<file path="config.mk">
export PLATFORM = sky130hd
export DESIGN_NAME = frame_unescape_xor_check_core
export DESIGN_NICKNAME = d
export VERILOG_FILES = /design/src/rtl/core/fuxc_pkg.sv /design/src/rtl/core/fuxc_in_stage.sv /design/src/rtl/core/fuxc_decoder.sv /design/src/rtl/core/fuxc_out_stage.sv /design/src/rtl/core/frame_unescape_xor_check_core.sv
export SDC_FILE = /design/constraint.sdc
export NUM_CORES = 1
export LEC_CHECK = 0
export BUFFER_PORTS_ARGS = -buffer_cell sky130_fd_sc_hd__buf_2
export CORE_MARGIN = 4
export CORE_UTILIZATION = 40
export CTS_CLUSTER_DIAMETER = 30
export DETAILED_ROUTE_END_ITERATION = 8
export PLACE_DENSITY = 0.69
export SYNTH_ARGS = -nofsm -noshare
export SYNTH_HDL_FRONTEND = slang
export SYNTH_SLANG_ARGS = --single-unit
</file>
<file path="constraint.sdc">
create_clock -name i_clk -period 4.79 [get_ports i_clk]
set_clock_uncertainty 0.05 [all_clocks]
set_input_delay 0.479 -clock i_clk [delete_from_list [all_inputs] [get_ports i_clk]]
set_output_delay 0.479 -clock i_clk [all_outputs]
set_load 0.02 [all_outputs]
</file>
<file path="src/rtl/core/fuxc_pkg.sv">
// Types and constants of the frame unescape and XOR check core.
`timescale 1ns / 1ps
`default_nettype none

package fuxc_pkg;

    localparam int MAX_FRAME_BYTES = 4096;
    localparam int CNT_W = $clog2(MAX_FRAME_BYTES + 1);
    localparam int LEN_W = 13;
    localparam int CMP_W = (CNT_W > LEN_W) ? CNT_W : LEN_W;

    localparam logic [7:0] ESC_BYTE     = 8'h5A;
    localparam logic [7:0] ESC_CODE_STX = 8'h01;
    localparam logic [7:0] STX_BYTE     = 8'h55;
    localparam logic [LEN_W-1:0] MIN_LEN_RESET = LEN_W'(12);
    localparam logic [CNT_W-1:0] CNT_MAX = CNT_W'(MAX_FRAME_BYTES);

    localparam logic [2:0] ST_OK         = 3'd0;
    localparam logic [2:0] ST_BAD_ESCAPE = 3'd1;
    localparam logic [2:0] ST_ESC_AT_END = 3'd2;
    localparam logic [2:0] ST_TOO_SHORT  = 3'd3;
    localparam logic [2:0] ST_TOO_LONG   = 3'd4;

    typedef struct packed {
        logic [7:0] raw_byte;
        logic       last_byte;
    } t_item;

    typedef struct packed {
        logic [7:0]       xor_checksum;
        logic [LEN_W-1:0] decoded_length;
        logic [2:0]       frame_status;
    } t_result;

endpackage

`default_nettype wire

</file>
<file path="src/rtl/core/fuxc_in_stage.sv">
// Input register stage: holds one accepted raw byte until the decoder takes it.
`timescale 1ns / 1ps
`default_nettype none

module fuxc_in_stage (
    input  wire logic           i_clk,
    input  wire logic           i_rst_n,
    input  wire logic           i_valid,
    output logic                o_ready,
    input  wire fuxc_pkg::t_item i_item,
    input  wire logic           i_advance,
    output logic                o_valid,
    output fuxc_pkg::t_item     o_item
);

    logic            r_valid;
    fuxc_pkg::t_item r_item;
    logic            n_valid;
    logic            load;

    assign o_ready = !r_valid || i_advance;
    assign load    = i_valid && o_ready;

    always_comb begin
        n_valid = r_valid;
        if (load) begin
            n_valid = 1'b1;
        end else if (i_advance) begin
            n_valid = 1'b0;
        end
    end

    always_ff @(posedge i_clk) begin
        if (!i_rst_n) begin
            r_valid <= 1'b0;
        end else begin
            r_valid <= n_valid;
        end
    end

    always_ff @(posedge i_clk) begin
        if (load) begin
            r_item <= i_item;
        end
    end

    assign o_valid = r_valid;
    assign o_item  = r_item;

endmodule

`default_nettype wire

</file>
<file path="src/rtl/core/fuxc_decoder.sv">
// Frame state: unescaping, running XOR, decoded count, sticky error, length limit.
`timescale 1ns / 1ps
`default_nettype none

module fuxc_decoder (
    input  wire logic                     i_clk,
    input  wire logic                     i_rst_n,
    input  wire logic                     i_cfg_write,
    input  wire logic [fuxc_pkg::LEN_W-1:0] i_cfg_data,
    input  wire logic                     i_step,
    input  wire fuxc_pkg::t_item          i_item,
    output fuxc_pkg::t_result             o_result
);

    logic                       r_esc;
    logic [7:0]                 r_xor;
    logic [fuxc_pkg::CNT_W-1:0] r_count;
    logic [2:0]                 r_err;
    logic [fuxc_pkg::LEN_W-1:0] r_min_len;

    logic                       n_esc;
    logic [7:0]                 n_xor;
    logic [fuxc_pkg::CNT_W-1:0] n_count;
    logic [2:0]                 n_err;

    logic                       take;
    logic [7:0]                 take_byte;
    logic [2:0]                 status;

    // Decode one raw byte; take marks a decoded byte to fold in.
    always_comb begin
        n_esc     = r_esc;
        n_err     = r_err;
        take      = 1'b0;
        take_byte = i_item.raw_byte;
        if (r_err == fuxc_pkg::ST_OK) begin
            if (r_esc) begin
                n_esc = 1'b0;
                if (i_item.raw_byte == fuxc_pkg::ESC_BYTE) begin
                    take = 1'b1;
                end else if (i_item.raw_byte == fuxc_pkg::ESC_CODE_STX) begin
                    take      = 1'b1;
                    take_byte = fuxc_pkg::STX_BYTE;
                end else begin
                    n_err = fuxc_pkg::ST_BAD_ESCAPE;
                end
            end else if (i_item.raw_byte == fuxc_pkg::ESC_BYTE) begin
                n_esc = 1'b1;
            end else begin
                take = 1'b1;
            end
        end

        n_xor   = r_xor;
        n_count = r_count;
        if (take) begin
            if (r_count >= fuxc_pkg::CNT_MAX) begin
                n_err = fuxc_pkg::ST_TOO_LONG;
            end else begin
                n_xor   = r_xor ^ take_byte;
                n_count = r_count + fuxc_pkg::CNT_W'(1);
            end
        end

        if (n_err != fuxc_pkg::ST_OK) begin
            status = n_err;
        end else if (n_esc) begin
            status = fuxc_pkg::ST_ESC_AT_END;
        end else if (fuxc_pkg::CMP_W'(n_count) < fuxc_pkg::CMP_W'(r_min_len)) begin
            status = fuxc_pkg::ST_TOO_SHORT;
        end else begin
            status = fuxc_pkg::ST_OK;
        end
    end

    assign o_result.xor_checksum   = n_xor;
    assign o_result.decoded_length = fuxc_pkg::LEN_W'(n_count);
    assign o_result.frame_status   = status;

    always_ff @(posedge i_clk) begin
        if (!i_rst_n) begin
            r_esc     <= 1'b0;
            r_xor     <= '0;
            r_count   <= '0;
            r_err     <= fuxc_pkg::ST_OK;
            r_min_len <= fuxc_pkg::MIN_LEN_RESET;
        end else begin
            if (i_cfg_write) begin
                r_min_len <= i_cfg_data;
            end
            if (i_step) begin
                if (i_item.last_byte) begin
                    // frame done: back to the cleared state
                    r_esc   <= 1'b0;
                    r_xor   <= '0;
                    r_count <= '0;
                    r_err   <= fuxc_pkg::ST_OK;
                end else begin
                    r_esc   <= n_esc;
                    r_xor   <= n_xor;
                    r_count <= n_count;
                    r_err   <= n_err;
                end
            end
        end
    end

endmodule

`default_nettype wire

</file>
<file path="src/rtl/core/fuxc_out_stage.sv">
// Result register: holds one frame result until the receiver takes it.
`timescale 1ns / 1ps
`default_nettype none

module fuxc_out_stage (
    input  wire logic              i_clk,
    input  wire logic              i_rst_n,
    input  wire logic              i_load,
    input  wire fuxc_pkg::t_result i_result,
    output logic                   o_can_load,
    input  wire logic              i_ready,
    output logic                   o_valid,
    output fuxc_pkg::t_result      o_result
);

    logic              r_valid;
    fuxc_pkg::t_result r_result;
    logic              n_valid;

    assign o_can_load = !r_valid || i_ready;

    always_comb begin
        n_valid = r_valid;
        if (i_load) begin
            n_valid = 1'b1;
        end else if (i_ready) begin
            n_valid = 1'b0;
        end
    end

    always_ff @(posedge i_clk) begin
        if (!i_rst_n) begin
            r_valid <= 1'b0;
        end else begin
            r_valid <= n_valid;
        end
    end

    always_ff @(posedge i_clk) begin
        if (i_load) begin
            r_result <= i_result;
        end
    end

    assign o_valid  = r_valid;
    assign o_result = r_result;

endmodule

`default_nettype wire

</file>
<file path="src/rtl/core/frame_unescape_xor_check_core.sv">
// Top level of the frame unescape and XOR checksum core.
//
// Input channel (i_in_valid / o_in_ready): one raw frame byte per transfer on
// i_raw_byte, with i_last_byte high on the final byte of a frame. 0x5A 0x5A
// decodes to 0x5A, 0x5A 0x01 to 0x55; 0x5A before any other byte is an error.
// Output channel (o_out_valid / i_out_ready): one result per frame, giving the
// XOR of the decoded bytes, the decoded length (saturating at 4096) and a
// status: ok, bad escape, escape at end, too short, too long.
// Config channel (i_cfg_valid / o_cfg_ready): writes the minimum decoded
// length; always ready. Write it only while no frame is in flight.
// Throughput: one byte per cycle, while a last byte can wait for the result
// register. The input register feeds the decode and count logic, which loads
// the result register once the last byte leaves the input register.
// A stalled receiver holds the result register; bytes that are not the last
// of a frame keep flowing, and a last byte waits in the input register until
// the result register frees.
// Reset (synchronous, active low) drops both valids, clears the frame state
// and sets the minimum length to 12.
`timescale 1ns / 1ps
`default_nettype none

module frame_unescape_xor_check_core (
    input  wire logic        i_clk,
    input  wire logic        i_rst_n,
    input  wire logic        i_cfg_valid,
    output logic             o_cfg_ready,
    input  wire logic [12:0] i_min_decoded_length,
    input  wire logic        i_in_valid,
    output logic             o_in_ready,
    input  wire logic [7:0]  i_raw_byte,
    input  wire logic        i_last_byte,
    output logic             o_out_valid,
    input  wire logic        i_out_ready,
    output logic [7:0]       o_xor_checksum,
    output logic [12:0]      o_decoded_length,
    output logic [2:0]       o_frame_status
);

    fuxc_pkg::t_item   in_item;
    fuxc_pkg::t_item   st_item;
    fuxc_pkg::t_result dec_result;
    fuxc_pkg::t_result out_result;
    logic              st_valid;
    logic              advance;
    logic              out_can_load;

    assign o_cfg_ready       = 1'b1;
    assign in_item.raw_byte  = i_raw_byte;
    assign in_item.last_byte = i_last_byte;

    // a non-final byte gives no result, so it never waits on the output side
    assign advance = st_valid && (!st_item.last_byte || out_can_load);

    fuxc_in_stage u_in_stage (
        .i_clk     (i_clk),
        .i_rst_n   (i_rst_n),
        .i_valid   (i_in_valid),
        .o_ready   (o_in_ready),
        .i_item    (in_item),
        .i_advance (advance),
        .o_valid   (st_valid),
        .o_item    (st_item)
    );

    fuxc_decoder u_decoder (
        .i_clk       (i_clk),
        .i_rst_n     (i_rst_n),
        .i_cfg_write (i_cfg_valid && o_cfg_ready),
        .i_cfg_data  (i_min_decoded_length),
        .i_step      (advance),
        .i_item      (st_item),
        .o_result    (dec_result)
    );

    fuxc_out_stage u_out_stage (
        .i_clk      (i_clk),
        .i_rst_n    (i_rst_n),
        .i_load     (advance && st_item.last_byte),
        .i_result   (dec_result),
        .o_can_load (out_can_load),
        .i_ready    (i_out_ready),
        .o_valid    (o_out_valid),
        .o_result   (out_result)
    );

    assign o_xor_checksum   = out_result.xor_checksum;
    assign o_decoded_length = out_result.decoded_length;
    assign o_frame_status   = out_result.frame_status;

endmodule

`default_nettype wire

</file>
== Word level (Yosys, flattened, before mapping) ==
Cells that the tools add are included.
W data, S select, Z words.
Word-level totals
  flip-flop bits (word level): 73
  input port bits: 27
  output and inout port bits: 27
  logic and storage cells: 64
Cells by class
  add/subtract/negate cells: 1
  $lt $le $gt $ge: 2
  equality and inequality tests: 2
  mux-type cells: 33
  bitwise logic cells: 1
  reductions and logical operators: 13
Operator list (count)
  $mux W8: 7
  $mux W13: 3
  $mux W3: 9
  $add A13 B1 Y13 const B: 1
  $ge A13 B13 Y1 const B: 1
  $lt A13 B13 Y1: 1
  $mux W1: 13
  $eq A8 B1 Y1 const B: 1
  $eq A8 B7 Y1 const B: 1
  $xor A8 B8 Y8: 1
  $reduce_bool A2 Y1: 2
  $logic_and A1 B1 Y1: 3
  $logic_not A1 Y1: 3
  $logic_not A3 Y1: 1
  $logic_or A1 B1 Y1: 3
  $reduce_bool A3 Y1: 1
  $mux W2: 1

== Logic depth before layout (Yosys ltp) ==
Gate-level depths: netlist of the first run.
  depth after elaboration: 10
  mapped depth: 15
  depth with buffers taken out: 14

== Modules after synthesis ==
Synthesis of the first run repeated with hierarchy kept, for this count alone.
Second synthesis, totals
  cells, all modules: 330
  area, all modules: 3454.6 um2
By module, submodules not included
  fuxc_decoder: times used 1, cells each 283, area an instance 2327.2 um2, seq. area each 760.7 um2
  fuxc_out_stage: times used 1, cells each 28, area an instance 769.5 um2, seq. area each 740.7 um2
  fuxc_in_stage: times used 1, cells each 14, area an instance 327.8 um2, seq. area each 290.3 um2
  frame_unescape_xor_check_core: times used 1, cells each 5, area an instance 30.0 um2, seq. area each 0.0 um2

== Worst setup path after synthesis of the first run ==
Ideal clock, no wire load.
  kind: register to register
  from: reg u_in_stage.r_item, in the netlist u_in_stage.o_item[2]
  to: reg u_out_stage.r_result, in the netlist u_out_stage.o_result[1] (data pin)
  library setup time: 0.265 ns
  data arrival time: 3.052 ns
  data required time: 4.475 ns
  setup slack: 1.423 ns
  stages on the path, launching flop included: 16
  path buffers: 2
  clock period less this slack: 3.367 ns
  cells stage by stage: edfxtp_1 -> nand2b_1 -> or4_4 -> a21oi_4 -> o21a_4 -> buf_6 -> buf_6 -> nand2_1 -> xnor2_1 -> ha_1 -> a21oi_1 -> o21ai_0 -> a41oi_1 -> nor3_1 -> a21oi_1 -> or3_1
RTL lines
  from (decl): RTL line fuxc_in_stage.sv:17  | fuxc_pkg::t_item r_item;
  from (signal assigned): RTL line fuxc_in_stage.sv:43  | r_item <= i_item;
  to (signal assigned): RTL line fuxc_out_stage.sv:41  | r_result <= i_result;
  to (decl): RTL line fuxc_out_stage.sv:17  | fuxc_pkg::t_result r_result;

==> results by group, run 1 <==
Outcome
  • Status: finished, final reports clean

Detailed routing
  • Wire per inst: 14.8 um
  • Drt total wl: 7420 um
  • Detailed Routing Iterations Pass 1: 4
  • Via count: 2643
  • Final ANT Viol Nets: 0
  • Vias per cell: 5.26
  • # DRC: 0
  • Initial drt markers: 157

Power and ir drop
  • Leak: 1.63 nW
  • Total power: 0.00122 W
  • Worst vdd ir: 118 uV
  • Pwr/cell area: 305 nW/um^2

Clocking
  • Sink Count: 73
  • H-tree depth: 3
  • Clock latency on the worst-skew pair: 0.36 ns
  • Post-CTS sizing: 0
  • Hold Buf Count CTS: 0
  • Clock Path Buffers: 2
  • Clk pin slew, worst setup/hold paths: 0.08 ns
  • Num CTS Buffers: 9
  • CTS tree: yes
  • Post CTS Setup Buffer Count: 0
  • Root Buffer Master: clkbuf_8

Die
  • # IOs: 54
  • Die height: 102 um
  • Starting Density: 0.408
  • Core Region: 8680 um^2
  • Floorplan die width: 102 um
  • Die Footprint: 10400 um^2
  • Cell Rows: 34

STA
  • Final hold viol count: 0
  • Worst-margin pin slew: 1.07 ns
  • Worst slew margin: 0.283
  • WHS: 0.242 ns
  • Max Fclk: 266 MHz
  • RSZ-0062 raised after global routing: no
  • Final slew viol count: 0
  • Setup Viol. Count Final: 0
  • Setup TNS: 0 ns
  • Final Cycle Share: 0.784
  • Final Critical Period: 3.76 ns

Global route
  • Largest net degree at the start of global routing: 33
  • Initial antenna violation count: 0
  • GRT Total Usage: 0.150
  • Vias in the first global route: 2548
  • GRT overflow: 0
  • First-pass GRT wire length: 12000 um

Setup path
  • Crit path capture type: flip-flop
  • WS Path Type: reg -> reg
  • Crit path launch type: flip-flop
  • Crit Path Max Fanout: 26
  • CP required: 4.84 ns
  • Data arrival, critical path: 3.80 ns

Layout
  • Synth-to-Final Area Change: 13.4%
  • Ant. Diodes: 0
  • Layout net count: 430
  • Share of layout cells above drive strength 1: 0.188
  • Most common cell after layout, fill and taps aside: buf_2
  • Most frequent cells in the layout: buf_2, dfxtp_1, edfxtp_1
  • Final Util: 0.463
  • Fillers: 836
  • Reg area: 1790 um^2
  • Multi-input combinational cell area: 1590 um^2

Yosys
  • Synthesis-stage register bit count: 73
  • Yosys top cell area share: 0.280
  • Synth area leaders: edfxtp_1, dfxtp_1, ha_1
  • Synth unique cells: 48
  • Post-Syn Area per Cell: 10.3 um^2
  • Seq/Total Area, Yosys: 0.506
  • Main flop type after synthesis: dfxtp_1
  • Mapped cell area: 3540 um^2
  • Syn Inst Count: 345
  • Ys async rst share: 0
  • Syn_nets: 386
  • Synthesis Warnings: 0
  • EDFF count, synth: 33
  • Cell taking the most area after synthesis: edfxtp_1

Min path
  • Worst hold path class: in -> reg

Place
  • Port bufs: 52
  • Global placer's final weighted congestion: 0.923
  • Detailed placer's ending HPWL: 5290 um

Flow run
  • Max Cap Viol: 0
-- state kept, by name, indices dropped and copies added (netlist names) --
register,flops
u_decoder.r_min_len,13
u_decoder.r_xor,8
u_in_stage.o_valid,1
u_out_stage.o_result,24
u_decoder.r_esc,1
u_decoder.r_err,3
u_in_stage.o_item,9
u_out_stage.o_valid,1
u_decoder.r_count,13
-- critical path, stage by stage (launching register included) --
cell	delay, ns
edfxtp_1	0.41
nor3_1	0.49
nand2_1	0.19
a21oi_4	0.19
o21a_4	0.34
nand4_1	0.19
xnor2_1	0.20
ha_1	0.34
nand2_1	0.07
o21ai_0	0.27
a41oi_1	0.08
nor3_1	0.21
a21oi_1	0.12
or3_1	0.37
-- cells in the mapped netlist (all sizes together) (4+ instances only) --
cell type / instances
clkbuf: 12
nand4: 5
xor2: 7
o31ai: 7
a21boi: 6
a41oi: 4
and3: 7
edfxtp: 33
xnor2: 12
mux2i: 13
nor2b: 20
nand3: 4
dfxtp: 40
nand2: 26
and2: 6
ha: 14
o21ai: 22
nor3: 5
o21a: 4
buf: 7
or3: 5
a21oi: 17
nor2: 13
a31oi: 12
inv: 18
-- area by class of cell --
type	instances	share of cell area
Clock buffer	11	0.0352
Clock inverter	5	0.00779
Inverter	18	0.0168
Multi-Input combinational cell	235	0.396
Sequential cell	73	0.446
Tap cell	108	0.0336
Timing Repair Buffer	52	0.0648
-- cell families after synthesis --
group                      after synthesis  share of synthesized area
and+or+nand+nor                        103                      0.156
buffers and inverters                   37                     0.0452
muxes                                   13                     0.0367
other                                    1                    0.00106
AOI/OAI and AO/OA                       85                      0.158
xor gates and xnor gates                19                     0.0470
adders and majority gates               14                     0.0495
DFF                                     73                      0.506
-- worst paths after layout --
check / from / to / slack [ns] / cells after the start
setup / recovery: u_in_stage.o_item[6] / u_out_stage.o_result[1] / 1.03 / 13
hold / removal: i_raw_byte[0] / u_in_stage.o_item[1] / 0.24 / 1
setup reg to reg: u_in_stage.o_item[6] / u_out_stage.o_result[1] / 1.03 / 13
hold reg to reg: u_decoder.r_xor[6] / u_decoder.r_xor[6] / 0.43 / 1
-- power breakdown --
group / switching (W) / internal, W
sequential: 0.0000172 / 0.000679
combinational: 0.0000583 / 0.0000422
clock: 0.000227 / 0.000200
total: 0.000302 / 0.000922
-- layer usage --
metal | vias up | global-route usage | part of all wire
met2 | 69 | 0.232 | 0.47
met4 | 0 | 0.0636 | 0.021
met1 | 1233 | 0.202 | 0.45
li1 | 1328 | - | -
met3 | 13 | 0.0348 | 0.060
met5 | - | 0 | 0
-- per-stage QoR --
stage	setup WS [ns]	std cells	instance area [um^2]
5_1_grt	0.745	502	4020
6_report	1.03	502	4020
2_1_floorplan	1.42	345	3540
4_1_cts	1.06	502	4020
3_5_place_dp	1.09	486	3840
3_3_place_gp	1.24	486	3840
Power figures use the tool's default switching activity.
==> run 2: changes to the inputs <==
- PLACE_DENSITY: 0.69 -> 0.71
- clock period: 4.79 -> 3.4 ns (I/O delays scaled with it)
==> results by group, run 2 (synthesis gave the netlist of run 1 again) <==
Detailed routing
  • Final ANT Viol Nets: 0 (unchanged)
  • # DRC: 0 (unchanged)
  • Wire per inst: 14.6 um (-1.1%)
  • Detailed Routing Iterations Pass 1: 5 (+1)
  • Vias per cell: 5.25 (-0.23%)
  • Drt total wl: 7630 um (+2.9%)
  • Initial drt markers: 213 (+36%)
  • Via count: 2742 (+3.7%)

Setup path
  • Cells along the critical path: nand2b_4 -> or4_4 -> a21oi_4 -> o21a_4 -> nand4_1 -> xnor2_2 -> ha_1 -> a21o_1 -> nand3_1 -> a21oi_2 -> nor3_1 -> o211ai_1 -> a21oi_2 -> or3_1
  • CP most frequent cell: a21oi_2
  • WS Path Type: reg -> reg
  • Crit Path Max Fanout: 7 (-73%)
  • Crit-path slowest cell: or4_4
  • CP required: 3.44 ns (-1.40 ns)
  • Crit path launch type: flip-flop
  • Max incr delay on CP: 0.44 ns (-0.05 ns)
  • Crit path capture type: flip-flop
  • Data arrival, critical path: 3.36 ns (-0.44 ns)

Min path
  • Worst hold path class: in -> reg

STA
  • RSZ-0062 raised after global routing: yes
  • Setup Viol. Count Final: 0 (unchanged)
  • Final slew viol count: 0 (unchanged)
  • Max Fclk: 302 MHz (+13%)
  • Final hold viol count: 0 (unchanged)
  • Final Critical Period: 3.31 ns (-0.441 ns)
  • Worst slew margin: 0.261 (-0.0223)
  • WHS: 0.114 ns (-0.128 ns)
  • Final Cycle Share: 0.975 (+0.191)
  • Worst-margin pin slew: 1.11 ns (+0.0335 ns)
  • Post-route setup slack: 0.0854 ns (-0.949 ns)

Layout
  • Ant. Diodes: 0 (unchanged)
  • Largest register FFs: 24 (unchanged)
  • Layout net count: 450 (+4.7%)
  • Fillers: 824 (-1.4%)
  • Most frequent cells in the layout: buf_2, dfxtp_1, edfxtp_1
  • Share of layout cells above drive strength 1: 0.249 (+0.0610)
  • Synth-to-Final Area Change: 20.5%
  • Most common cell after layout, fill and taps aside: buf_2
  • Final Util: 0.492 (+0.0290)

Global route
  • GRT overflow: 0 (unchanged)
  • Initial antenna violation count: 0 (unchanged)
  • Largest net degree at the start of global routing: 33 (unchanged)
  • GRT Total Usage: 0.154 (+0.00436)
  • First-pass GRT wire length: 12700 um (+6.2%)
  • Vias in the first global route: 2732 (+7.2%)

Die
  • Starting Density: 0.408 (unchanged)
  • Core Region: 8680 um^2 (unchanged)
  • Floorplan die width: 102 um (unchanged)
  • Die Footprint: 10400 um^2 (unchanged)
  • Die height: 102 um (unchanged)
  • # IOs: 54 (unchanged)
  • Cell Rows: 34 (unchanged)

Place
  • Detailed placer's ending HPWL: 5350 um (+1.0%)
  • Place WS: -0.0821 ns (-1.17 ns)
  • Global placer's final weighted congestion: 0.926 (+0.34%)
  • Port bufs: 52 (unchanged)

Power and ir drop
  • Switch Pwr: 0.000449 W (+49%)
  • Sw frac: 0.238 (-0.00892)
  • Sequential Power Share: 0.519 (-0.050)
  • Worst vdd ir: 171 uV (+45%)
  • Internal power: 0.00144 W (+56%)
  • Combinational power share: 0.081 (about the same)
  • Clock power share: 0.400 (+0.051)
  • Pwr/cell area: 443 nW/um^2 (+45%)
  • Leak: 1.78 nW (+9.2%)

Flow run
  • Max Cap Viol: 0 (unchanged)

Clocking
  • Sink Count: 73 (unchanged)
  • CTS tree: yes
  • Clock latency on the worst-skew pair: 0.35 ns (about the same)
  • H-tree depth: 3 (unchanged)
  • Root Buffer Master: clkbuf_8
  • Clk pin slew, worst setup/hold paths: 0.08 ns (about the same)
  • Num CTS Buffers: 9 (unchanged)
  • Clock Path Buffers: 2 (unchanged)

Outcome
  • Status: finished, final reports clean
[run 2: cell count changes in the layout (fill, tap and decap cells not counted), sizes merged]
cell    previous run  this run
inv               19        18
clkbuf            11        10
buf               52        72
bufinv             0         2
[run 2: cell type report]
class	instances	area, um^2	share of cell area
clock buffers	10	128	0.0299
clock inverters	6	92.6	0.0217
inverters	18	67.6	0.0158
multi-input cells	235	1640	0.385
flip-flops and latches	73	1790	0.420
well taps	108	135	0.0317
repair buffers	72	410	0.0962
[run 2: per-stage QoR]
step	power, W	instance area [um^2]	setup TNS [ns]	instances
6_report	0.00189	4270	0	522
3_5_place_dp	0.00115	3950	-0.0914	500
5_1_grt	0.00197	4270	-0.0748	522
2_1_floorplan	0.00110	3540	0	345
4_1_cts	0.00190	4190	0	517
3_3_place_gp	0.00114	3950	0	500
[run 2: worst paths after layout]
check / startpoint / to / slack (ns) / cells past startpoint
worst max register to register: u_in_stage.o_item[2] / u_out_stage.o_result[1] / 0.09 / 14
worst min-delay path: i_raw_byte[0] / u_in_stage.o_item[1] / 0.11 / 1
worst max-delay path: u_in_stage.o_item[2] / u_out_stage.o_result[1] / 0.09 / 14
worst min register to register: u_decoder.r_xor[6] / u_decoder.r_xor[6] / 0.44 / 1
[run 2: worst max-delay path, delay by kind of cell (launching register included)]
| family | cells | cell delay [ns] |
|---|---|---|
| xor gates and xnor gates | 1 | 0.20 |
| DFF | 1 | 0.41 |
| AOI/OAI and AO/OA | 6 | 0.82 |
| and+or+nand+nor | 6 | 1.28 |
| adders and majority gates | 1 | 0.31 |
[run 2: timing repair]
item | in CTS | in global routing
gates resized for setup | 3 | 9
buffers inserted | 1 | 5
pin swaps | 1 | 8
endpoints found under the setup margin | 2 | 2
hold buffers | 0 | 0
[run 2: routing by layer]
metal	global-route usage	share of wire	wire, um
met2	0.250	0.48	3680
met1	0.201	0.45	3430
met5	0	0	0
met4	0.0757	0.025	193
met3	0.0246	0.043	325
[run 2: power by group through the flow]
| stage | Combinational (W) | Sequential [W] | Clock (W) |
|---|---|---|---|
| 6_report | 0.000154 | 0.000980 | 0.000755 |
| 5_1_grt | 0.000174 | 0.000986 | 0.000807 |
| 4_1_cts | 0.000150 | 0.000980 | 0.000768 |
| 3_5_place_dp | 0.000149 | 0.00100 | 0 |
| 3_3_place_gp | 0.000145 | 0.000999 | 0 |
| 2_1_floorplan | 0.0000916 | 0.00100 | 0 |
